<file path="src/design/brfb_pkg.sv">
// Shared types and constants for the bounding radius pipeline.
// No dependencies; every other design file refers to it by scoped names.
`timescale 1ns / 1ps

package brfb_pkg;

    localparam logic [31:0] MAG_MASK  = 32'h7FFF_FFFF;
    localparam logic [31:0] F32_INF   = 32'h7F80_0000;
    localparam logic [31:0] F32_QUIET = 32'h0040_0000;

    // Smallest binary64 root that narrows to +inf: 2^128 - 2^103.
    localparam logic [63:0] F32_OVF_THRESH = 64'h47EF_FFFF_F000_0000;

    // Biased binary64 exponent of the smallest binary32 normal.
    localparam logic [10:0] F64_E_MIN_NORM32 = 11'd897;

    // Square root iteration: one root bit per step plus one round bit.
    localparam int SQRT_BITS  = 54;
    localparam int SQ_W       = 58;
    localparam int SQRT_STEPS = 3;

    // Positive binary64 value: significand with hidden bit at 52,
    // value = s * 2^(e - 1075); zero is e = 0, s = 0.
    typedef struct packed {
        logic [10:0] e;
        logic [52:0] s;
    } fp64_t;

    // Result fixed early (NaN, infinity, zero box) that bypasses the math.
    typedef struct packed {
        logic        hit;
        logic [31:0] bits;
    } special_t;

    // Pipeline control between stages.
    typedef struct packed {
        logic vld;
        logic en;
    } pipe_ctl_t;

endpackage

</file>
<file path="src/design/brfb_fadd.sv">
// Binary64 adder for positive operands, round to nearest even (3 stages:
// align, add and normalize, round). Depends on brfb_pkg.
`timescale 1ns / 1ps

module brfb_fadd
#(
    parameter int SIDE_W = 33
)
(
    input  logic                clk,
    input  logic                rst_n,
    input  brfb_pkg::pipe_ctl_t ctl,
    input  brfb_pkg::fp64_t     a,
    input  brfb_pkg::fp64_t     b,
    input  logic [SIDE_W-1:0]   side_in,
    output brfb_pkg::fp64_t     sum,
    output logic [SIDE_W-1:0]   side_out,
    output logic                vld
);

    logic [10:0] ea_next;
    logic [55:0] big_next;
    logic [55:0] al_next;

    logic [10:0] ea_reg;
    logic [55:0] big_reg;
    logic [55:0] al_reg;
    logic [SIDE_W-1:0] sd1_reg;
    logic        v1_reg;

    logic [10:0] eb_next;
    logic [55:0] n_next;
    logic [10:0] eb_reg;
    logic [55:0] n_reg;
    logic [SIDE_W-1:0] sd2_reg;
    logic        v2_reg;

    brfb_pkg::fp64_t r_next;
    brfb_pkg::fp64_t r_reg;
    logic [SIDE_W-1:0] sd3_reg;
    logic        v3_reg;

    // Align: shift the smaller operand, fold lost bits into sticky.
    always_comb
    begin
        brfb_pkg::fp64_t bg;
        brfb_pkg::fp64_t sm;
        logic [10:0] d;
        logic [55:0] ext;
        logic [55:0] sh;
        logic        lost;
        if (b.e > a.e)
        begin
            bg = b;
            sm = a;
        end
        else
        begin
            bg = a;
            sm = b;
        end
        d   = bg.e - sm.e;
        ext = {sm.s, 3'd0};
        if (d >= 11'd56)
        begin
            sh   = 56'd0;
            lost = |sm.s;
        end
        else
        begin
            sh   = ext >> d[5:0];
            lost = |(ext & ~({56{1'b1}} << d[5:0]));
        end
        ea_next  = bg.e;
        big_next = {bg.s, 3'd0};
        al_next  = {sh[55:1], sh[0] | lost};
    end

    // Add and bring a carry back into 53 bits plus guard bits.
    always_comb
    begin
        logic [56:0] s57;
        s57 = {1'b0, big_reg} + {1'b0, al_reg};
        if (s57[56])
        begin
            n_next  = {s57[56:2], s57[1] | s57[0]};
            eb_next = ea_reg + 11'd1;
        end
        else
        begin
            n_next  = s57[55:0];
            eb_next = ea_reg;
        end
    end

    // Round to nearest even.
    always_comb
    begin
        logic        inc;
        logic [53:0] rr;
        inc = n_reg[2] & (n_reg[1] | n_reg[0] | n_reg[3]);
        rr  = {1'b0, n_reg[55:3]} + 54'(inc);
        if (rr[53])
            r_next = '{e: eb_reg + 11'd1, s: rr[53:1]};
        else
            r_next = '{e: eb_reg, s: rr[52:0]};
    end

    always_ff @(posedge clk or negedge rst_n)
    begin
        if (!rst_n)
        begin
            v1_reg <= 1'b0;
            v2_reg <= 1'b0;
            v3_reg <= 1'b0;
        end
        else if (ctl.en)
        begin
            v1_reg <= ctl.vld;
            v2_reg <= v1_reg;
            v3_reg <= v2_reg;
        end
    end

    always_ff @(posedge clk)
    begin
        if (ctl.en)
        begin
            ea_reg  <= ea_next;
            big_reg <= big_next;
            al_reg  <= al_next;
            sd1_reg <= side_in;
            eb_reg  <= eb_next;
            n_reg   <= n_next;
            sd2_reg <= sd1_reg;
            r_reg   <= r_next;
            sd3_reg <= sd2_reg;
        end
    end

    assign sum      = r_reg;
    assign side_out = sd3_reg;
    assign vld      = v3_reg;

endmodule

</file>
<file path="config.mk">
export PLATFORM = sky130hd
export DESIGN_NAME = brfb_fadd
export DESIGN_NICKNAME = d
export VERILOG_FILES = /design/src/design/brfb_pkg.sv /design/src/design/brfb_fadd.sv
export SDC_FILE = /design/constraint.sdc
export NUM_CORES = 1
export LEC_CHECK = 0
export BUFFER_PORTS_ARGS = -buffer_cell sky130_fd_sc_hd__clkbuf_2
export CAP_MARGIN = 20
export CORE_UTILIZATION = 55
export DETAILED_ROUTE_END_ITERATION = 12
export PLACE_DENSITY = 0.76
export SYNTH_ARGS = -nofsm -noshare
export SYNTH_HDL_FRONTEND = slang
export SYNTH_SLANG_ARGS = --single-unit
</file>
<file path="constraint.sdc">
create_clock -name clk -period 7.5 [get_ports clk]
set_clock_uncertainty 0.2 [all_clocks]
set_input_delay 0.375 -clock clk [delete_from_list [all_inputs] [get_ports clk]]
set_output_delay 0.375 -clock clk [all_outputs]
set_load 0.005 [all_outputs]
</file>
# ---- Yosys cells after proc, flatten, opt, wreduce, memory -nomap -nowiden
# Cells that the tools add are included.
dict set report classes {
  addsub 5
  shift 2
  order_cmp 2
  n_mux 7
  n_reduce_logical 2
  n_bitwise 7
}
# op n
set op_table {}
lappend op_table {{$mux 64} 3}
lappend op_table {{$add 56x56->57} 1}
lappend op_table {{$and 56x56->56} 1}
lappend op_table {{$not 56->56} 1}
lappend op_table {{$reduce_or 56->1} 1}
lappend op_table {{$shl 56x6->56 const A} 1}
lappend op_table {{$shr 56x6->56} 1}
lappend op_table {{$mux 55} 1}
lappend op_table {{$add 53x1->54} 1}
lappend op_table {{$reduce_or 53->1} 1}
lappend op_table {{$add 11x1->11 const B} 2}
lappend op_table {{$ge 11x6->1 const B} 1}
lappend op_table {{$gt 11x11->1} 1}
lappend op_table {{$mux 11} 1}
lappend op_table {{$sub 11x11->11} 1}
lappend op_table {{$or 1x1->1} 4}
lappend op_table {{$mux 1} 2}
lappend op_table {{$and 1x1->1} 1}
dict set report totals {
  output_inout_bits 98
  reg_bits 353
}

# ---- Depth between registers and ports, before layout
dict set report logic_depth {
  word_depth 9
  ltp_mapped 26
  ltp_nobuf 18
}

# ---- Least setup slack after synthesis
# Ideal clock, no wire load.
dict set report synth_path {
  path_kind {input port to flip-flop}
  start {input port a[57] in the netlist's numbering}
  end {register al_reg[9] (data pin)}
  stages 25
  path_slack_ps 1022
  required_ps 7046
  setup_time_ps 254
  arrival_time_ps 6024
  path_cell_list {inv_1 -> ha_1 -> buf_2 -> nand2_2 -> a211o_1 -> a311o_1 -> a21oi_2 -> buf_2 -> buf_2 -> buf_2 -> buf_2 -> buf_1 -> o21a_1 -> ha_1 -> clkbuf_1 -> buf_1 -> buf_1 -> clkbuf_1 -> mux2i_1 -> a21o_1 -> o21ai_0 -> nor2_1 -> a21oi_1 -> nor2_1 -> o21a_1}
}
dict set report synth_between {
  elab_chain_cells 4
}
# element line
set synth_rtl {}
lappend synth_rtl {{start: declaration} brfb_fadd.sv:13} ;# input brfb_pkg::fp64_t a,
lappend synth_rtl {{$gt 11x11->1} brfb_fadd.sv:52} ;# if (b.e > a.e)
lappend synth_rtl {{$mux 64} brfb_fadd.sv:52}
lappend synth_rtl {{$sub 11x11->11} brfb_fadd.sv:62} ;# d = bg.e - sm.e;
lappend synth_rtl {{$ge 11x6->1 or $shr 56x6->56 (tied branches)} {brfb_fadd.sv:64, brfb_fadd.sv:71}}
lappend synth_rtl {{end signal: assignment} brfb_fadd.sv:131} ;# al_reg <= al_next;
lappend synth_rtl {{end: declaration} brfb_fadd.sv:27} ;# logic [55:0] al_reg;
# Parallel ways exist; a longest one is shown, timed or not.
# A chain may end at the register's enable or synchronous reset.

# ---- Worst setup path after layout
dict set report layout_path {
  start {input port b[61] in the netlist's numbering}
  end {register al_reg[0] (data pin)}
}
dict set report layout_between {
  elab_chain_cells 9
}
# element line
set layout_rtl {}
lappend layout_rtl {{start: declaration} brfb_fadd.sv:14} ;# input brfb_pkg::fp64_t b,
lappend layout_rtl {{$gt 11x11->1} brfb_fadd.sv:52}
lappend layout_rtl {{$mux 64} brfb_fadd.sv:52}
lappend layout_rtl {{$sub 11x11->11} brfb_fadd.sv:62}
lappend layout_rtl {{$shl 56x6->56} brfb_fadd.sv:72} ;# lost = |(ext & ~({56{1'b1}} << d[5:0]));
lappend layout_rtl {{$not 56->56} brfb_fadd.sv:72}
lappend layout_rtl {{$and 56x56->56} brfb_fadd.sv:72}
lappend layout_rtl {{$reduce_or 56->1} brfb_fadd.sv:72}
lappend layout_rtl {{$mux 1} brfb_fadd.sv:64} ;# if (d >= 11'd56)
lappend layout_rtl {{$or 1x1->1 (*)} brfb_fadd.sv:76} ;# al_next = {sh[55:1], sh[0] | lost};
lappend layout_rtl {{named net al_next[0]} brfb_fadd.sv:23} ;# logic [55:0] al_next;
# The timed path passes the listed nets; every way through them passes the cells marked *.

==> summary.md <==
| Metric | Value |
|---|---|
| DR vias/cell | 6.149 |
| Initial DRT Pass Iterations | 6 |
| Most common cell after layout, fill and taps aside | nand2_1 |
| Worst min-delay path class | in2reg |
| Vias | 18690 |
| DRT antenna net count | 0 |
| Clk_lat worst skew | 560 ps |
| # DRC | 0 |
| Startpoint types | input pin |
| Remaining global-route overflow | 0 |
| Num rows | 73 |
| Core footprint | 0.04001 mm2 |
| Max reg flops | 64 |
| Peak supply drop | 183.1 uV |
| Post-Layout Cell Count | 3039 |
| Tot GR Track Use | 31.00% |
| Die Area | 0.04170 mm2 |
| Highest routed layer | met4 |
| CP arrival | 6150 ps |
| Die Y | 204.2 um |
| Outcome | finished clean |
| Commonest cells after routing, fill and taps aside | nand2_1, edfxtp_1, clkbuf_2 |
| First-pass GRT wire length | 99.48 mm |
| Setup TNS | 0 ps |
| GP Congestion | 0.9495 |
| WP depth | 17 |
| Pleak | 10.88 nW |
| Clk slew on worst S/H paths | 70 ps |
| Clock Tree Root | clkbuf_16 |
| Pins Over Slew Limit | 0 |
| Clk buf depth | 3 |
| IO Pins | 263 |
| Port buffer count | 262 |
| H-Tree Depth | 2 |
| Final standard cell area without fillers | 0.02671 mm2 |
| Slowest stage delay, CP | 770 ps |
| DP Cell Count | 2857 |
| Worst-path cell chain | dlygate4sd3_1 > clkbuf_2 > ha_1 > nand4_2 > nor4_4 > a21oi_4 > o21a_1 > ha_2 > buf_4 > nand3_1 > o221ai_1 > a21oi_1 > mux4_2 > mux2i_1 > a31oi_1 > a2111oi_2 > a41oi_1 |
| Num CTS Buffers | 38 |
| Yosys reg bits | 353 |
| Worst hold path cell count | 3 |
| Critical path type | in2reg |
| Antenna cells | 0 |
| Crit-path max FO | 33 |
| Post-Syn Area per Cell | 10.49 um2 |
| Met1 WL | 26.76 mm |
| Wire length on met3 | 4.754 mm |
| Largest net degree at the start of global routing | 188 |
| Drt wl/cell | 21.60 um |
| RSZ-0062 raised after global routing | false |
| Mapped Nets | 2378 |
| Critical path required time | 7590 ps |
| Crit. End Element | flip-flop |
| Delay-heaviest family, CP | simple AND/OR/NAND/NOR gates |
| Buffer and inverter count on the worst path | 3 |
| Slowest-stage cell, CP | nor4_4 |
| Fin worst setup slack | 1443 ps |
| Max_slew headroom | 27.45% |
| Fin. Hold Viols | 0 |
| FMAX | 165.1 MHz |
| Power per standard cell area | 261.4 mW/mm2 |
| Reg2Reg Depth | 14 |
| Syn Std Cell Area | 0.02249 mm2 |
| Share of cells above drive strength 1 | 18.26% |
| TritonCTS clock tree | built |
| Asr flop ratio synth | 0.8499% |
| Die Wd | 204.2 um |
| Netlist cell types | 90 |
| Worst Tran Pin Value | 1088 ps |
| Endpoints failing setup | 0 |
| Fin nets | 2720 |
| Min Tclk post-route | 6057 ps |
| Post-synthesis sequential area ratio | 47.07% |
| Starting density of the core | 56.21% |
| Post-DP HPWL | 48.54 mm |
| Routed wl met2 | 31.66 mm |
| Synth Instances | 2144 |
| Number of flops mapped to enable cells by yosys | 350 |
| Cells resized by post-CTS repair | 0 |
| DR iter-0 viols | 1626 |
| Yosys warning count | 0 |
| CTS Sinks | 353 |
| Top_reg_cell synth | edfxtp_1 |
| Area grow syn2layout | 18.76% |
| Max cap viols | 0 |
| Period utilization | 80.76% |
| Initial antenna violation count | 2 |
| Number of global-route vias before repair | 17810 |
| Pre-CTS setup slack | 1339 ps |
| Total wire length | 65.63 mm |
| Placed Instance Area | 0.02435 mm2 |
worst paths after layout:
kind	end	slack (ps)	start
setup / recovery	al_reg[0]$_DFFE_PP_	1440	b[61]
max in group asynchronous	v1_reg$_DFFE_PN0P_	6420	rst_n
hold / removal	ea_reg[10]$_DFFE_PP_	1	b[63]
setup reg to reg	eb_reg[2]$_DFFE_PP_	2190	big_reg[4]$_DFFE_PP_
min in group asynchronous	vld$_DFFE_PN0P_	520	rst_n
hold reg to reg	side_out[5]$_DFFE_PP_	210	sd2_reg[5]$_DFFE_PP_
stage by stage:
step	hold WS (ps)	util [%]	power [mW]
6_report	1.056	66.75	6.981
2_1_floorplan	-120.6	-	4.275
5_1_grt	20.83	66.75	7.279
3_3_place_gp	-26.17	60.87	5.000
3_5_place_dp	-21.19	60.87	5.035
4_1_cts	3.696	66.75	6.952
power by group:
part / switching, mW / internal, mW / leakage [nW]
clock network: 0.776 / 1.07 / 0.591
registers: 0.153 / 2.52 / 3.44
logic: 1.48 / 0.990 / 6.85
cell type report:
cell class	instances	area, um2
fillers	3060	13300
inverters	41	153.9
repair buffers	401	2688
flip-flops and latches	353	10590
clock inverters	21	205.2
well taps	525	656.9
clock buffers	47	1006
multi-input cells	1651	11410
Yosys cell counts, drive strengths merged, types with 26 or more instances:
master  count  share of area [%]
nor3       55                1.3
nand2     359                6.0
a21o       51                1.7
inv        41               0.68
o21ai      74                1.7
edfxtp    350                 47
xor2       57                2.3
mux4       26                2.6
a21oi      96                2.2
ha         68                3.8
nand3      72                1.6
mux2i     182                8.1
nor2      149                2.5
clkbuf     58               0.97
buf        41               0.88
xnor2      57                2.2
and3       28               0.78
mux2       52                2.6
repair_timing:
action / 4_1_cts / 5_1_grt
hold buffers: 114 / 0
setup buffers: 0 / 0
hold endpoints to repair: 78 / 0
worst min-delay path, delay by kind of cell:
family,cells,cell delay (ps)
buffers and inverters,1,90
AO/OA/AOI/OAI,1,110
AND/OR/NAND/NOR,1,40
logic make-up after synthesis:
kind of cell	Yosys count	share of synthesized area, %
adders and majority gates	69	3.872
buffers and inverters	140	2.537
AOI/OAI and AO/OA	422	12.71
muxes	260	13.31
and+or+nand+nor	786	16.03
DFF	353	47.07
xor gates and xnor gates	114	4.473
per-layer routing:
metal | up-vias | track usage [%]
met3 | 164 | 4.416
met1 | 8914 | 40.47
li1 | 8758 | -
met5 | - | 0
met2 | 851 | 51.96
met4 | 0 | 12.39
(Power assumes the default switching activity.)
