**src/design/brfb_pkg.sv**
```systemverilog
// Shared types and constants for the bounding radius pipeline.
// No dependencies; every other design file refers to it by scoped names.
`timescale 1ns / 1ps

package brfb_pkg;

    localparam logic [31:0] MAG_MASK  = 32'h7FFF_FFFF;
    localparam logic [31:0] F32_INF   = 32'h7F80_0000;
    localparam logic [31:0] F32_QUIET = 32'h0040_0000;

    // Smallest binary64 root that narrows to +inf: 2^128 - 2^103.
    localparam logic [63:0] F32_OVF_THRESH = 64'h47EF_FFFF_F000_0000;

    // Biased binary64 exponent of the smallest binary32 normal.
    localparam logic [10:0] F64_E_MIN_NORM32 = 11'd897;

    // Square root iteration: one root bit per step plus one round bit.
    localparam int SQRT_BITS  = 54;
    localparam int SQ_W       = 58;
    localparam int SQRT_STEPS = 3;

    // Positive binary64 value: significand with hidden bit at 52,
    // value = s * 2^(e - 1075); zero is e = 0, s = 0.
    typedef struct packed {
        logic [10:0] e;
        logic [52:0] s;
    } fp64_t;

    // Result fixed early (NaN, infinity, zero box) that bypasses the math.
    typedef struct packed {
        logic        hit;
        logic [31:0] bits;
    } special_t;

    // Pipeline control between stages.
    typedef struct packed {
        logic vld;
        logic en;
    } pipe_ctl_t;

endpackage

```
**src/design/brfb_pack.sv**
```systemverilog
// Binary64 root assembly and narrowing to binary32 with overflow and
// subnormal handling (3 stages). Depends on brfb_pkg.
`timescale 1ns / 1ps

module brfb_pack
(
    input  logic                clk,
    input  logic                rst_n,
    input  brfb_pkg::pipe_ctl_t ctl,
    input  logic [53:0]         root,
    input  logic [9:0]          half,
    input  brfb_pkg::special_t  spec_in,
    output logic [31:0]         radius,
    output logic                vld
);

    logic [63:0] r64_next;
    logic [63:0] r64_reg;
    brfb_pkg::special_t sp1_reg;
    logic        v1_reg;

    logic [23:0] m_next;
    logic        g_next;
    logic        st_next;
    logic [7:0]  base_next;
    logic        ovf_next;
    logic [23:0] m_reg;
    logic        g_reg;
    logic        st_reg;
    logic [7:0]  base_reg;
    logic        ovf_reg;
    brfb_pkg::special_t sp2_reg;
    logic        v2_reg;

    logic [31:0] res_next;
    logic [31:0] res_reg;
    logic        v3_reg;

    // Round the root bit away and attach the exponent.
    always_comb
    begin
        logic [54:0] rp;
        logic [11:0] ex;
        rp       = (55'(root) + 55'd1) >> 1;
        ex       = 12'(half) + 12'd510;
        r64_next = 64'(rp) + {ex, 52'd0};
    end

    always_comb
    begin
        logic [10:0]  ed;
        logic         norm;
        logic [5:0]   sh;
        logic [105:0] w;
        ed   = r64_reg[62:52];
        norm = (ed >= brfb_pkg::F64_E_MIN_NORM32);
        if (norm)
            sh = 6'd29;
        else
            sh = 6'(11'd926 - ed);
        w         = {1'b1, r64_reg[51:0], 53'd0} >> sh;
        m_next    = w[76:53];
        g_next    = w[52];
        st_next   = |w[51:0];
        base_next = norm ? 8'(ed - brfb_pkg::F64_E_MIN_NORM32) : 8'd0;
        ovf_next  = (r64_reg >= brfb_pkg::F32_OVF_THRESH);
    end

    // Hidden bit adds into the exponent; a rounding carry moves on naturally.
    always_comb
    begin
        logic inc;
        inc = g_reg & (st_reg | m_reg[0]);
        if (sp2_reg.hit)
            res_next = sp2_reg.bits;
        else if (ovf_reg)
            res_next = brfb_pkg::F32_INF;
        else
            res_next = {base_reg, 23'd0} + {8'd0, m_reg} + 32'(inc);
    end

    always_ff @(posedge clk or negedge rst_n)
    begin
        if (!rst_n)
        begin
            v1_reg <= 1'b0;
            v2_reg <= 1'b0;
            v3_reg <= 1'b0;
        end
        else if (ctl.en)
        begin
            v1_reg <= ctl.vld;
            v2_reg <= v1_reg;
            v3_reg <= v2_reg;
        end
    end

    always_ff @(posedge clk)
    begin
        if (ctl.en)
        begin
            r64_reg  <= r64_next;
            sp1_reg  <= spec_in;
            m_reg    <= m_next;
            g_reg    <= g_next;
            st_reg   <= st_next;
            base_reg <= base_next;
            ovf_reg  <= ovf_next;
            sp2_reg  <= sp1_reg;
            res_reg  <= res_next;
        end
    end

    assign radius = res_reg;
    assign vld    = v3_reg;

endmodule

```
**config.mk**
```make
export PLATFORM = sky130hd
export DESIGN_NAME = brfb_pack
export DESIGN_NICKNAME = d
export VERILOG_FILES = /design/src/design/brfb_pkg.sv /design/src/design/brfb_pack.sv
export SDC_FILE = /design/constraint.sdc
export NUM_CORES = 1
export LEC_CHECK = 0
export BUFFER_PORTS_ARGS = -buffer_cell sky130_fd_sc_hd__clkbuf_2
export CAP_MARGIN = 20
export CELL_PAD_IN_SITES_DETAIL_PLACEMENT = 1
export CELL_PAD_IN_SITES_GLOBAL_PLACEMENT = 1
export CORE_UTILIZATION = 50
export CTS_CLUSTER_DIAMETER = 60
export DETAILED_ROUTE_END_ITERATION = 8
export GPL_TIMING_DRIVEN = 0
export PLACE_DENSITY_LB_ADDON = 0.1
export SETUP_SLACK_MARGIN = 0.05
export SYNTH_ARGS = -nofsm -noshare
export SYNTH_HDL_FRONTEND = slang
export SYNTH_SLANG_ARGS = --single-unit
```
**constraint.sdc**
```tcl
create_clock -name clk -period 9.6 [get_ports clk]
set_clock_uncertainty 0.1 [all_clocks]
set_input_delay 0.48 -clock clk [delete_from_list [all_inputs] [get_ports clk]]
set_output_delay 0.48 -clock clk [all_outputs]
set_load 0.005 [all_outputs]
```
# After elaboration in Yosys (flattened, before gate mapping)
# Index checks and enable logic that the tools add are counted.
[op_classes] n_bitwise=2 order_cmp=2 mux=3 n_reduce_logical=1 n_addsub=7 shifts=1
[ops] op="$shr 106x6->77" count=1
[ops] op="$add 54x63->64" count=1
[ops] op="$ge 64x63->1 const B" count=1
[ops] op="$mux 32" count=2
[ops] op="$add 54x1->55 const B" count=1
[ops] op="$reduce_or 52->1" count=1
[ops] op="$add 31x24->32" count=1
[ops] op="$add 32x1->32" count=1
[ops] op="$add 10x9->11 const B" count=1
[ops] op="$ge 11x10->1 const B" count=1
[ops] op="$sub 8x8->8 const B" count=1
[ops] op="$mux 6" count=1
[ops] op="$sub 5x6->6 const A" count=1
[ops] op="$and 1x1->1" count=1
[ops] op="$or 1x1->1" count=1
[totals] reg_bits=200 out_inout_bits=33 wordCells=30

# Depth between registers and ports, before layout
[logic_depth] depth_word=5 mapped_depth=19 ltp_nobuf=19

# Worst setup path after synthesis
# Ideal clock, no wire load.
[synth_path] path_kind="input to register" start="in root[2]" end="reg r64_reg[62] (data pin)" required_ns=9.244 setup_time_ns=0.256 arrival_ns=3.817 path_buffers=0 setup_slack_ns=5.427 stages=19 path_cell_list="nand4_1 -> nor3_2 -> and2_1 -> nand3_1 -> nor2_1 -> nand2_1 -> or3_1 -> or3_1 -> nor2_1 -> nand4_1 -> xnor2_1 -> ha_1 -> fa_1 -> nand3b_1 -> nor3_1 -> inv_1 -> nor2_1 -> o21ai_0 -> nand2_1"
[synth_between] elab_chain_cells=2
[synth_rtl] element="start, declared" line="brfb_pack.sv:10" rtl="input logic [53:0] root,"
[synth_rtl] element="$add 54x1->55" line="brfb_pack.sv:44" rtl="rp = (55'(root) + 55'd1) >> 1;"
[synth_rtl] element="$add 54x63->64" line="brfb_pack.sv:46" rtl="r64_next = 64'(rp) + {ex, 52'd0};"
[synth_rtl] element="net r64_next[62]" line="brfb_pack.sv:17" rtl="logic [63:0] r64_next;"
[synth_rtl] element="end signal, assigned" line="brfb_pack.sv:102" rtl="r64_reg <= r64_next;"
[synth_rtl] element="end, declared" line="brfb_pack.sv:18" rtl="logic [63:0] r64_reg;"
# The timed path passes the listed nets, and every way through them passes these cells.
# A chain may end at the register's enable or synchronous reset.

# Final worst setup path
[layout_path] start="reg r64_reg[52]" end="reg st_reg (data pin)"
[layout_between] elab_chain_cells=4
[layout_rtl] element="$ge 11x10->1 / $sub 5x6->6 (equally long branches)" line="brfb_pack.sv:56, brfb_pack.sv:60"
[layout_rtl] element="$mux 6 *" line="brfb_pack.sv:57" rtl="if (norm)"
[layout_rtl] element="$shr 106x6->77 *" line="brfb_pack.sv:61" rtl="w = {1'b1, r64_reg[51:0], 53'd0} >> sh;"
[layout_rtl] element="$reduce_or 52->1 *" line="brfb_pack.sv:64" rtl="st_next = |w[51:0];"
[layout_rtl] element="net st_next" line="brfb_pack.sv:24" rtl="logic st_next;"
[layout_rtl] element="end signal, assigned" line="brfb_pack.sv:106" rtl="st_reg <= st_next;"
[layout_rtl] element="end, declared" line="brfb_pack.sv:29" rtl="logic st_reg;"
# The timed path passes the listed nets; every way through them passes the cells marked *.

==> results.py <==
metrics = {
    "status": {
        "status": "finished, violations left",
        "violations": "DRC",
    },
    "logic_synthesis": {
        "synthTopCellsByCount": "edfxtp_1 (197), nand2_1 (156), nor2_1 (136), a21oi_1 (92), o21ai_0 (82)",
        "syn_area_per_cell_um2": 9.39,
        "synth_top_area_cell": "edfxtp_1",
        "synthTopCellsByArea": "edfxtp_1 (44%), xnor2_1 (4.6%), nand2_1 (4.4%)",
        "async_flop_share": 0.0150,
        "ys_ff_latch": 200,
        "synth_flop_cell": "edfxtp_1",
        "yosysUniqueCellTypes": 91,
        "synth-edff-count": 197,
        "synth_warnings": 0,
        "ys_seq_area_frac": 0.446,
        "synthCells": 1432,
        "syn_nets": 1546,
        "synth_top_cell_area_share": 0.440,
        "yosysMostFrequentCell": "edfxtp_1",
        "synth_area_um2": 13400,
    },
    "power_and_ir_drop": {
        "power.total_w": 0.00305,
        "ir_drop_v": 0.0000978,
        "switching_power_w": 0.00127,
        "p_clk_frac": 0.271,
        "power_frac_comb": 0.351,
        "intPower_w": 0.00179,
        "p_leak_nw": 5.47,
        "sequentialPowerShare": 0.379,
        "sw_frac_of_total": 0.415,
        "power_density_nw_per_um2": 200,
    },
    "clock_tree": {
        "htreeDepth": 4,
        "cts-root-buf": "clkbuf_16",
        "cts_setup_buffers": 0,
        "clockBufferDepth": 2,
        "tritoncts": "yes",
        "clkLatencyLatePin_ns": 0.48,
        "cts-buffers-inserted": 17,
        "ctsHoldBuffers": 1,
        "cts_num_sinks": 200,
        "cts-resized-gates": 0,
        "clk_pin_slew_ns": 0.10,
    },
    "global_route": {
        "grt_pass1_vias": 14100,
        "grt_pass1_wl_um": 89300,
        "grt_overflow_total": 0,
        "grt_max_degree": 104,
        "grt_util_all_layers": 0.436,
        "antenna_found_initial": 2,
    },
    "worst_setup_path": {
        "cp-end-kind": "flip-flop",
        "crit_path_cell_trace": "clkbuf_1 > inv_1 > clkbuf_1 > ha_1 > buf_2 > buf_1 > clkbuf_1 > o22ai_1 > a2bb2oi_1 > nand2_1 > o31ai_1 > o21ai_0 > a211oi_1 > nor4b_1 > and4b_1 > o211ai_1",
        "crit_arrival_ns": 7.59,
        "path_class": "flip-flop to flip-flop",
        "crit_top_cell": "clkbuf_1",
        "worstPathMaxFanout": 11,
        "slowest_stage": "clkbuf_1",
        "crit_family": "buffers and inverters",
        "cp.required_ns": 9.70,
        "cpPeakStageDelay_ns": 0.91,
        "critical_path_buf_inv_count": 6,
        "critPathLaunchType": "flip-flop",
    },
    "drt": {
        "viasPerCell": 7.08,
        "final_antenna_net_count": 0,
        "drt_iter0_markers": 1969,
        "dr.pass1.iters": 8,
        "wl_um": 59900,
        "drc": 7,
        "wire_per_inst_um": 30.9,
        "vias": 13700,
    },
    "sta": {
        "setup_violations": 0,
        "grt_setup_unrepaired": "false",
        "final_hold_viol_count": 0,
        "fin_setup_tns_ns": 0,
        "post-route-period-util": 0.780,
        "period_needed_ns": 7.49,
        "worstMarginPinSlew_ns": 1.16,
        "finalMaxSlewViolations": 0,
        "slew_headroom": 0.204,
        "fmax_mhz": 134,
    },
    "finish": {
        "diodes": 0,
        "final_util": 0.582,
        "largest_reg_flops": 64,
        "fin_nets": 1701,
        "drive_gt1_frac": 0.158,
        "syn2layout_area_growth_pct": 13.4,
    },
    "place": {
        "dp_hpwl_um": 43900,
        "place_congestion": 1.07,
        "portBuffers": 133,
    },
    "die": {
        "core-area_um2": 26200,
        "die_h_um": 166,
        "fp.dieArea_um2": 27600,
        "io_pins": 134,
        "chipWidth_um": 166,
        "start_util": 0.513,
        "rows": 59,
    },
    "run": {
        "cap_violations": 0,
    },
    "hold_path": {
        "hp-class": "input pin to flip-flop",
    },
}
==> through the flow <==
| step | std cells | setup WS [ns] | cell area (µm²) | hold slack (ns) |
|---|---|---|---|---|
| global route | 1935 | 2.15 | 15300 | 0.0776 |
| CTS | 1934 | 2.87 | 15200 | 0.0832 |
| floorplan | 1432 | 5.43 | 13400 | 0.0844 |
| global placement | 1900 | 1.95 | 14500 | 0.177 |
| detailed placement | 1901 | 2.89 | 14600 | 0.179 |
| finish | 1935 | 2.11 | 15300 | 0.0720 |
==> per-layer routing <==
layer / track usage / wire (µm) / share of wire / up-vias
met1: 0.516 / 21800 / 0.36 / 6531
met4: 0.254 / 4070 / 0.068 / 2
li1: - / - / - / 5738
met3: 0.122 / 6770 / 0.11 / 324
met2: 0.711 / 27300 / 0.46 / 1097
met5: 0 / 11 / 0.00018 / -
==> worst reg2reg max path, cell delays in order, from the launching register on <==
cell       delay (ns)
edfxtp_1         0.56
clkbuf_1         0.63
inv_1            0.34
clkbuf_1         0.54
ha_1             0.55
buf_2            0.30
buf_1            0.65
clkbuf_1         0.91
o22ai_1          0.18
a2bb2oi_1        0.64
nand2_1          0.13
o31ai_1          0.13
o21ai_0          0.12
a211oi_1         0.64
nor4b_1          0.14
and4b_1          0.23
o211ai_1         0.45
==> cell families after synthesis <==
group	synth area share
and+or+nand+nor	0.193
AOI/OAI and AO/OA	0.199
DFF	0.446
buffers and inverters	0.0377
xor gates and xnor gates	0.0689
muxes	0.0435
adders and majority gates	0.0127
other	0.000279
==> final timing paths <==
check | from | end | slack, ns | cells after the start
worst max-delay path | r64_reg[52] | st_reg | 2.11 | 16
worst min-delay path | spec_in[13] | sp1_reg[13] | 0.07 | 1
worst max register to register | r64_reg[52] | st_reg | 2.11 | 16
worst min register to register | sp1_reg[20] | sp2_reg[20] | 0.33 | 0
max in group asynchronous | rst_n | vld | 9.07 | 2
min in group asynchronous | rst_n | v1_reg | 0.22 | 2
==> cell type report <==
cell class                      count  area, µm²
Sequential cell                   200       5990
Inverter                           20       75.1
Multi-Input combinational cell   1113       6950
Buffer                             99        432
Timing Repair Buffer              136        723
Fill cell                        2989      11000
Tap cell                          335        419
Clock buffer                       17        425
Clock inverter                     15        234
==> power by group through the flow <==
stage / sequential [W] / combinational [W] / clock, W
detailed placement: 0.00117 / 0.000980 / 0
CTS: 0.00115 / 0.000996 / 0.000815
floorplan: 0.00113 / 0.000587 / 0
finish: 0.00116 / 0.00107 / 0.000826
global route: 0.00116 / 0.00110 / 0.000843
global placement: 0.00116 / 0.000956 / 0
==> layout by cell type (no fill, tap or decap), types with 16 or more instances in the layout <==
| cell type | n |
|---|---|
| clkbuf_16 | 17 |
| xnor2_1 | 71 |
| nor3_1 | 45 |
| mux2_2 | 17 |
| nand2_1 | 156 |
| o22ai_1 | 35 |
| nand4_1 | 22 |
| buf_2 | 32 |
| nor2_1 | 136 |
| and3_1 | 16 |
| a21oi_1 | 92 |
| o21ai_0 | 82 |
| o211ai_1 | 21 |
| clkbuf_1 | 52 |
| nand3_1 | 63 |
| inv_1 | 20 |
| a211oi_1 | 30 |
| edfxtp_1 | 197 |
| clkbuf_2 | 133 |
| mux2i_1 | 37 |
| xor2_1 | 31 |
| a31oi_1 | 16 |
(Power assumes the default switching activity.)
