[src/design/brfb_pkg.sv]
// Shared types and constants for the bounding radius pipeline.
// No dependencies; every other design file refers to it by scoped names.
`timescale 1ns / 1ps

package brfb_pkg;

    localparam logic [31:0] MAG_MASK  = 32'h7FFF_FFFF;
    localparam logic [31:0] F32_INF   = 32'h7F80_0000;
    localparam logic [31:0] F32_QUIET = 32'h0040_0000;

    // Smallest binary64 root that narrows to +inf: 2^128 - 2^103.
    localparam logic [63:0] F32_OVF_THRESH = 64'h47EF_FFFF_F000_0000;

    // Biased binary64 exponent of the smallest binary32 normal.
    localparam logic [10:0] F64_E_MIN_NORM32 = 11'd897;

    // Square root iteration: one root bit per step plus one round bit.
    localparam int SQRT_BITS  = 54;
    localparam int SQ_W       = 58;
    localparam int SQRT_STEPS = 3;

    // Positive binary64 value: significand with hidden bit at 52,
    // value = s * 2^(e - 1075); zero is e = 0, s = 0.
    typedef struct packed {
        logic [10:0] e;
        logic [52:0] s;
    } fp64_t;

    // Result fixed early (NaN, infinity, zero box) that bypasses the math.
    typedef struct packed {
        logic        hit;
        logic [31:0] bits;
    } special_t;

    // Pipeline control between stages.
    typedef struct packed {
        logic vld;
        logic en;
    } pipe_ctl_t;

endpackage

[src/design/brfb_front.sv]
// Lane selection, exact squaring and binary64 normalization (3 stages).
// Depends on brfb_pkg.
`timescale 1ns / 1ps

module brfb_front
(
    input  logic                clk,
    input  logic                rst_n,
    input  brfb_pkg::pipe_ctl_t ctl,
    input  logic [31:0]         min_x_bits,
    input  logic [31:0]         min_y_bits,
    input  logic [31:0]         min_z_bits,
    input  logic [31:0]         max_x_bits,
    input  logic [31:0]         max_y_bits,
    input  logic [31:0]         max_z_bits,
    output brfb_pkg::fp64_t     sq_x,
    output brfb_pkg::fp64_t     sq_y,
    output brfb_pkg::fp64_t     sq_z,
    output brfb_pkg::special_t  spec,
    output logic                vld
);

    logic [31:0] mn [3];
    logic [31:0] mx [3];
    logic [31:0] pick [3];

    logic [23:0] n_next [3];
    logic [8:0]  kk_next [3];
    logic        z_next [3];
    brfb_pkg::special_t spec1_next;

    logic [23:0] n_reg [3];
    logic [8:0]  kk_reg [3];
    logic        z_reg [3];
    brfb_pkg::special_t spec1_reg;
    logic        v1_reg;

    logic [47:0] p_reg [3];
    logic [8:0]  kk2_reg [3];
    logic        z2_reg [3];
    brfb_pkg::special_t spec2_reg;
    logic        v2_reg;

    brfb_pkg::fp64_t f_next [3];
    brfb_pkg::fp64_t f_reg [3];
    brfb_pkg::special_t spec3_reg;
    logic        v3_reg;

    assign mn[0] = min_x_bits;
    assign mn[1] = min_y_bits;
    assign mn[2] = min_z_bits;
    assign mx[0] = max_x_bits;
    assign mx[1] = max_y_bits;
    assign mx[2] = max_z_bits;

    // Stage 1: keep the first magnitude only when ordered-greater.
    always_comb
    begin
        logic [31:0] a;
        logic [31:0] b;
        logic [22:0] f;
        logic [4:0]  p;
        for (int l = 0; l < 3; l++)
        begin
            a = mn[l] & brfb_pkg::MAG_MASK;
            b = mx[l] & brfb_pkg::MAG_MASK;
            if (a <= brfb_pkg::F32_INF && b <= brfb_pkg::F32_INF && a > b)
                pick[l] = a;
            else
                pick[l] = b;
        end
        for (int l = 0; l < 3; l++)
        begin
            f = pick[l][22:0];
            p = 5'd0;
            for (int i = 0; i < 23; i++)
            begin
                if (f[i])
                    p = 5'(i);
            end
            z_next[l] = (pick[l] == 32'd0);
            if (pick[l][30:23] != 8'd0)
            begin
                n_next[l]  = {1'b1, f};
                kk_next[l] = 9'(pick[l][30:23]) + 9'd22;
            end
            else
            begin
                n_next[l]  = {1'b0, f} << (5'd23 - p);
                kk_next[l] = 9'(p);
            end
        end
        // NaN lanes take priority in the order z, y, x.
        if (pick[2] > brfb_pkg::F32_INF)
            spec1_next = '{hit: 1'b1, bits: pick[2] | brfb_pkg::F32_QUIET};
        else if (pick[1] > brfb_pkg::F32_INF)
            spec1_next = '{hit: 1'b1, bits: pick[1] | brfb_pkg::F32_QUIET};
        else if (pick[0] > brfb_pkg::F32_INF)
            spec1_next = '{hit: 1'b1, bits: pick[0] | brfb_pkg::F32_QUIET};
        else if (pick[0] == brfb_pkg::F32_INF || pick[1] == brfb_pkg::F32_INF
                 || pick[2] == brfb_pkg::F32_INF)
            spec1_next = '{hit: 1'b1, bits: brfb_pkg::F32_INF};
        else if (pick[0] == 32'd0 && pick[1] == 32'd0 && pick[2] == 32'd0)
            spec1_next = '{hit: 1'b1, bits: 32'd0};
        else
            spec1_next = '{hit: 1'b0, bits: 32'd0};
    end

    // Stage 3: place the 48-bit square with its leading one at bit 52.
    always_comb
    begin
        for (int l = 0; l < 3; l++)
        begin
            if (z2_reg[l])
                f_next[l] = '{e: 11'd0, s: 53'd0};
            else if (p_reg[l][47])
                f_next[l] = '{e: {kk2_reg[l], 1'b0} + 11'd726, s: {p_reg[l], 5'd0}};
            else
                f_next[l] = '{e: {kk2_reg[l], 1'b0} + 11'd725,
                              s: {p_reg[l][46:0], 6'd0}};
        end
    end

    always_ff @(posedge clk or negedge rst_n)
    begin
        if (!rst_n)
        begin
            v1_reg <= 1'b0;
            v2_reg <= 1'b0;
            v3_reg <= 1'b0;
        end
        else if (ctl.en)
        begin
            v1_reg <= ctl.vld;
            v2_reg <= v1_reg;
            v3_reg <= v2_reg;
        end
    end

    always_ff @(posedge clk)
    begin
        if (ctl.en)
        begin
            for (int l = 0; l < 3; l++)
            begin
                n_reg[l]   <= n_next[l];
                kk_reg[l]  <= kk_next[l];
                z_reg[l]   <= z_next[l];
                p_reg[l]   <= n_reg[l] * n_reg[l];
                kk2_reg[l] <= kk_reg[l];
                z2_reg[l]  <= z_reg[l];
                f_reg[l]   <= f_next[l];
            end
            spec1_reg <= spec1_next;
            spec2_reg <= spec1_reg;
            spec3_reg <= spec2_reg;
        end
    end

    assign sq_x = f_reg[0];
    assign sq_y = f_reg[1];
    assign sq_z = f_reg[2];
    assign spec = spec3_reg;
    assign vld  = v3_reg;

endmodule

[config.mk]
export PLATFORM = sky130hd
export DESIGN_NAME = brfb_front
export DESIGN_NICKNAME = d
export VERILOG_FILES = /design/src/design/brfb_pkg.sv /design/src/design/brfb_front.sv
export SDC_FILE = /design/constraint.sdc
export NUM_CORES = 2
export LEC_CHECK = 0
export BUFFER_PORTS_ARGS = -buffer_cell sky130_fd_sc_hd__buf_2
export CAP_MARGIN = 20
export CELL_PAD_IN_SITES_DETAIL_PLACEMENT = 0
export CELL_PAD_IN_SITES_GLOBAL_PLACEMENT = 1
export CORE_MARGIN = 4
export CORE_UTILIZATION = 55
export CTS_CLUSTER_SIZE = 25
export DETAILED_ROUTE_END_ITERATION = 7
export GPL_ROUTABILITY_DRIVEN = 0
export PLACE_DENSITY = 0.85
export SYNTH_ARGS = -nofsm -noshare
export SYNTH_HDL_FRONTEND = slang
export SYNTH_SLANG_ARGS = --single-unit
[constraint.sdc]
create_clock -name clk -period 18.3 [get_ports clk]
set_clock_uncertainty 0.15 [all_clocks]
set_input_delay 2.745 -clock clk [delete_from_list [all_inputs] [get_ports clk]]
set_output_delay 2.745 -clock clk [all_outputs]
set_load 0.02 [all_outputs]
# Yosys cells after proc, flatten, opt, wreduce, memory -nomap -nowiden
# Memory sizes are Yosys's and may differ from the RTL's.
# Cells that the tools add are included.
totals:
  regBits: 102
  ramBits: 468
  input_bits: 196
  memories: 7
mem_list:
  columns: ["memory", "words", "word_bits", "read_ports", "rd_ports_with_merged_regs", "write_ports", "line_no", "source"]
  rows:
  - ["f_reg", 3, 64, 3, 0, 3, "brfb_front.sv:45", "brfb_pkg::fp64_t f_reg [3];"]
  - ["p_reg", 3, 48, 3, 0, 3, "brfb_front.sv:38", "logic [47:0] p_reg [3];"]
  - ["n_reg", 3, 24, 3, 0, 3, "brfb_front.sv:32", "logic [23:0] n_reg [3];"]
  - ["kk2_reg", 3, 9, 3, 0, 3, "brfb_front.sv:39", "logic [8:0] kk2_reg [3];"]
  - ["kk_reg", 3, 9, 3, 0, 3, "brfb_front.sv:33", "logic [8:0] kk_reg [3];"]
  - ["z2_reg", 3, 1, 3, 0, 3, "brfb_front.sv:40", "logic z2_reg [3];"]
  - ["+1 memories", null, null, null, null, null, null, null]
classes:
  addsub: 12
  mul: 3
  n_lt_le_gt_ge: 12
  eq_ne: 3
  shifts: 3
  muxes: 88
  reduce_logical: 18
op_table:
  columns: ["operator", "n"]
  rows:
  - ["two-way mux 64 bit", 6]
  - ["two-way mux 5 bit", 56]
  - ["<= comparator 31 bit, second input constant", 6]
  - ["multiplier 24 x 24 -> 48 bit", 3]
  - ["two-way mux 32 bit", 4]
  - ["zero test 32 bit", 3]
  - ["== test 31 bit, second input constant", 3]
  - ["> comparator 31 bit", 3]
  - ["> comparator 31 bit, second input constant", 3]
  - ["two-way mux 31 bit", 3]
  - ["two-way mux 24 bit", 3]
  - ["left shift 23 x 5 -> 24 bit", 3]
  - ["adder 10 x 10 -> 11 bit, second input constant", 6]
  - ["two-way mux 33 bit", 1]
  - ["adder 8 x 5 -> 9 bit, second input constant", 3]
  - ["two-way mux 9 bit", 3]
  - ["nonzero test 8 bit", 3]
  - ["subtractor 5 bit, first input constant", 3]
  - ["two-way mux 3 bit", 4]
  - ["logical AND 1 bit", 8]
  - ["two-way mux 1 bit", 5]
  - ["two-way mux 2 bit", 2]
  - ["two-way mux 4 bit", 1]
  - ["OR reduction 4 bit", 1]
  - ["2 further kinds", 3]

# Longest topological paths before layout
logic_depth:
  ltp_word: 29
  depth_mapped: 30
  ltp_nobuf: 29

# Worst setup path after synthesis
# OpenSTA, ideal clock, no wires.
synth_path:
  kind: "register to register"
  startpoint: "memory n_reg[1][8], in the netlist n_reg[0][32]"
  endpoint: "memory p_reg[1][44], in the netlist p_reg[0][92], data pin"
  arrival_ns: 7.468
  t_required_ns: 17.892
  path_slack_ns: 10.425
  path_stages_with_launch: 30
  n_path_buf: 2
  cell_sequence: "edfxtp_1 -> clkbuf_1 -> clkbuf_1 -> nand2_1 -> fa_1 -> inv_1 -> ha_1 -> a21o_1 -> fa_1 -> inv_1 -> fa_1 -> inv_1 -> fa_1 -> inv_1 -> fa_1 -> inv_1 -> fa_1 -> ha_1 -> a2111oi_0 -> o21ai_0 -> a211oi_1 -> nor2_1 -> a211oi_1 -> nor3_1 -> o31a_1 -> a311o_1 -> a31o_2 -> a21o_1 -> a21oi_1 -> xnor2_1"
synth_rtl:
  columns: ["item", "line_no"]
  rows:
  - ["start, declared", "brfb_front.sv:32"]
  - ["end, declared", "brfb_front.sv:38"]

==> flow_metrics.env <==
export IMPL_final_cell_mix="inv_1 (1658), fa_1 (1266), ha_1 (641)"
export IMPL_nNetsFinal=9994
export IMPL_cts_hold_buf=0
export IMPL_synth_adder_area_share_pct=43.48
export IMPL_synthMuxAreaShare_pct=4.423
export IMPL_largest_reg_flops=177
export IMPL_netlist_area_um2=76740
export IMPL_fin_crit_ns=9.522
export IMPL_syn_avg_cell_area_um2=10.12
export IMPL_cp_end_kind="flip-flop"
export IMPL_crit_path_max_incr_delay_ns=1.09
export IMPL_synth_ff_type="edfxtp_1"
export IMPL_cts_max_level=3
export IMPL_yosysSeqAreaShare_pct=21.46
export IMPL_outcome="finished, violations left"
export IMPL_totalWireLength_mm=189.0
export IMPL_via_per_inst=5.508
export IMPL_final_common_cell="inv_1"
export IMPL_maxSlewViolCount=0
export IMPL_start_util_pct=55.61
export IMPL_crit_top_cell="fa_1"
export IMPL_die_h_um=381.5
export IMPL_post_cts_buffers=0
export IMPL_io_buffers=399
export IMPL_hpwl_mm=150.3
export IMPL_wl_per_cell_um=19.27
export IMPL_cts_buffer_depth=3
export IMPL_cp_required_ns=18.59
export IMPL_antenna_found_initial=9
export IMPL_yosys_area_share_simple_pct=11.41
export IMPL_fmax_mhz=105.0
export IMPL_fin_area_um2=82950
export IMPL_slew_headroom_pct=20.08
export IMPL_path_max_fanout=25
export IMPL_timing_hold_ws_ns=0.2660
export IMPL_drive_above_1_share_pct=8.607
export IMPL_tritoncts="yes"
export IMPL_fin_tns_setup_ns=0
export IMPL_slowest_stage="edfxtp_1"
export IMPL_synth_edf_count=546
export IMPL_postPlaceCellArea_um2=80700
export IMPL_utilization_pct=60.11
export IMPL_cts_root_buffer="clkbuf_16"
export IMPL_grt_pass1_vias=57430
export IMPL_post_cts_resized=0
export IMPL_die_width_um=381.5
export IMPL_worst_pin_slew_ns=1.199
export IMPL_drv_cap=0
export IMPL_yosysWarnings=0
export IMPL_core_area_um2=138000
export IMPL_row_count=136
export IMPL_cts_buffers=68
export IMPL_cp_arrival_ns=9.81
export IMPL_io_pins=422
export IMPL_vias=54040
export IMPL_grt_max_degree=151
export IMPL_syn2layout_area_growth_pct=8.088
export IMPL_dr_first_iter_drc_count=4006
export IMPL_startpoint_type="flip-flop"
export IMPL_grt_setup_unrepaired="no"
export IMPL_track_usage_pct=26.47
export IMPL_synth_compound_area_share_pct=7.345
export IMPL_ys_ff_latch=549
export IMPL_clk_insertion_delay_late_ns=0.69
export IMPL_yosysUniqueCellTypes=93
export IMPL_worstSetupPathType="reg -> reg"
export IMPL_dieArea_um2=145600
export IMPL_firstDrtPassIters=8
export IMPL_hold_path_class="reg -> reg"
export IMPL_violations="design-rule violations"
export IMPL_synth_top_family_by_area="adder cells"
export IMPL_finalCritPeriodShare_pct=52.03
export IMPL_finalHoldViolations=0
export IMPL_final_setup_viol_count=0
export IMPL_grt_pass1_wl_mm=306.3
export IMPL_syn_inst=7586
export IMPL_clk_pin_slew_worst_paths_ns=0.06
export IMPL_synth_xor_area_share_pct=2.214
export IMPL_ant_nets=0
export IMPL_grt_ovfl_total=0
export IMPL_cts_sinks=549
export IMPL_drc=1
export IMPL_async_reset_ff_share_pct=0.5464
## metal layers
metal	vias to the layer above	global-route usage, %	wire length, um
met5	-	0	80
met4	12	9.373	6944
met3	337	4.122	13740
met2	1929	43.22	89200
met1	26970	36.20	79060
li1	24800	-	-
## metrics by stage
step,setup WS [ns],cells
finish,8.778,9811
global route,8.431,9810
CTS,8.769,9809
detailed placement,8.803,9683
global placement,8.762,9682
floorplan,10.42,7601
## layout make-up
cell class                      instances  area, um2
Timing Repair Buffer                  495       2748
Fill cell                           11700      55050
Inverter                             1659       6227
Tap cell                             1863       2331
Clock inverter                         48      471.7
Antenna cell                            1      2.502
Multi-Input combinational cell       5118      52940
Clock buffer                           78       1760
Sequential cell                       549      16470
## cells in the mapped netlist, types with 21 or more instances
cell type / number / area share (%)
a211oi_1: 32 / 0.31
edfxtp_1: 546 / 21
buf_2: 25 / 0.16
and2_1: 473 / 3.9
o21ai_0: 150 / 0.98
nor4_1: 37 / 0.30
o21a_1: 33 / 0.32
nand4_1: 29 / 0.24
nor3_1: 52 / 0.34
mux2_2: 33 / 0.48
xor2_1: 62 / 0.71
xnor2_1: 132 / 1.5
or2_2: 21 / 0.17
fa_1: 1266 / 33
a21oi_1: 304 / 2.0
buf_4: 22 / 0.22
nand2_1: 476 / 2.3
o31ai_1: 23 / 0.22
o21bai_1: 22 / 0.22
nand3_1: 65 / 0.42
ha_1: 641 / 10
nor2b_1: 48 / 0.39
a21o_1: 74 / 0.72
or3_1: 22 / 0.18
nor2_1: 469 / 2.3
clkbuf_1: 207 / 1.0
mux2i_1: 302 / 3.9
o22ai_1: 51 / 0.42
nand2b_1: 37 / 0.30
a31oi_1: 25 / 0.20
inv_1: 1658 / 8.1
## path summary, 6_finish.rpt
kind	startpoint	to	slack [ns]	cells after the start
max in group asynchronous	rst_n	v2_reg	16.16	1
min	z_reg[0][2]	z2_reg[0][2]	0.27	0
min reg2reg	z_reg[0][2]	z2_reg[0][2]	0.27	0
max	n_reg[0][48]	p_reg[0][143]	8.78	25
min in group asynchronous	rst_n	vld	1.73	1
max reg2reg	n_reg[0][48]	p_reg[0][143]	8.78	25
## critical path: cells and delay by family (launching register included)
family / cells / cell delay, ns
buf+inv: 4 / 0.22
compound gates: 9 / 3.21
flops: 1 / 1.09
fa+ha+maj: 8 / 3.94
simple gates: 3 / 0.53
xor+xnor: 1 / 0.12
## cell families after synthesis
kind of cell             count (synthesis)
AO/OA/AOI/OAI                          879
XOR/XNOR                               194
adder cells (fa/ha/maj)               1907
buffers and inverters                 1934
flip-flops                             549
multiplexers                           335
other                                    1
AND/OR/NAND/NOR                       1787
Power is left out: the tool's default activity adds up to more than one toggle a clock period on the data nets, which glitch-free logic cannot reach.
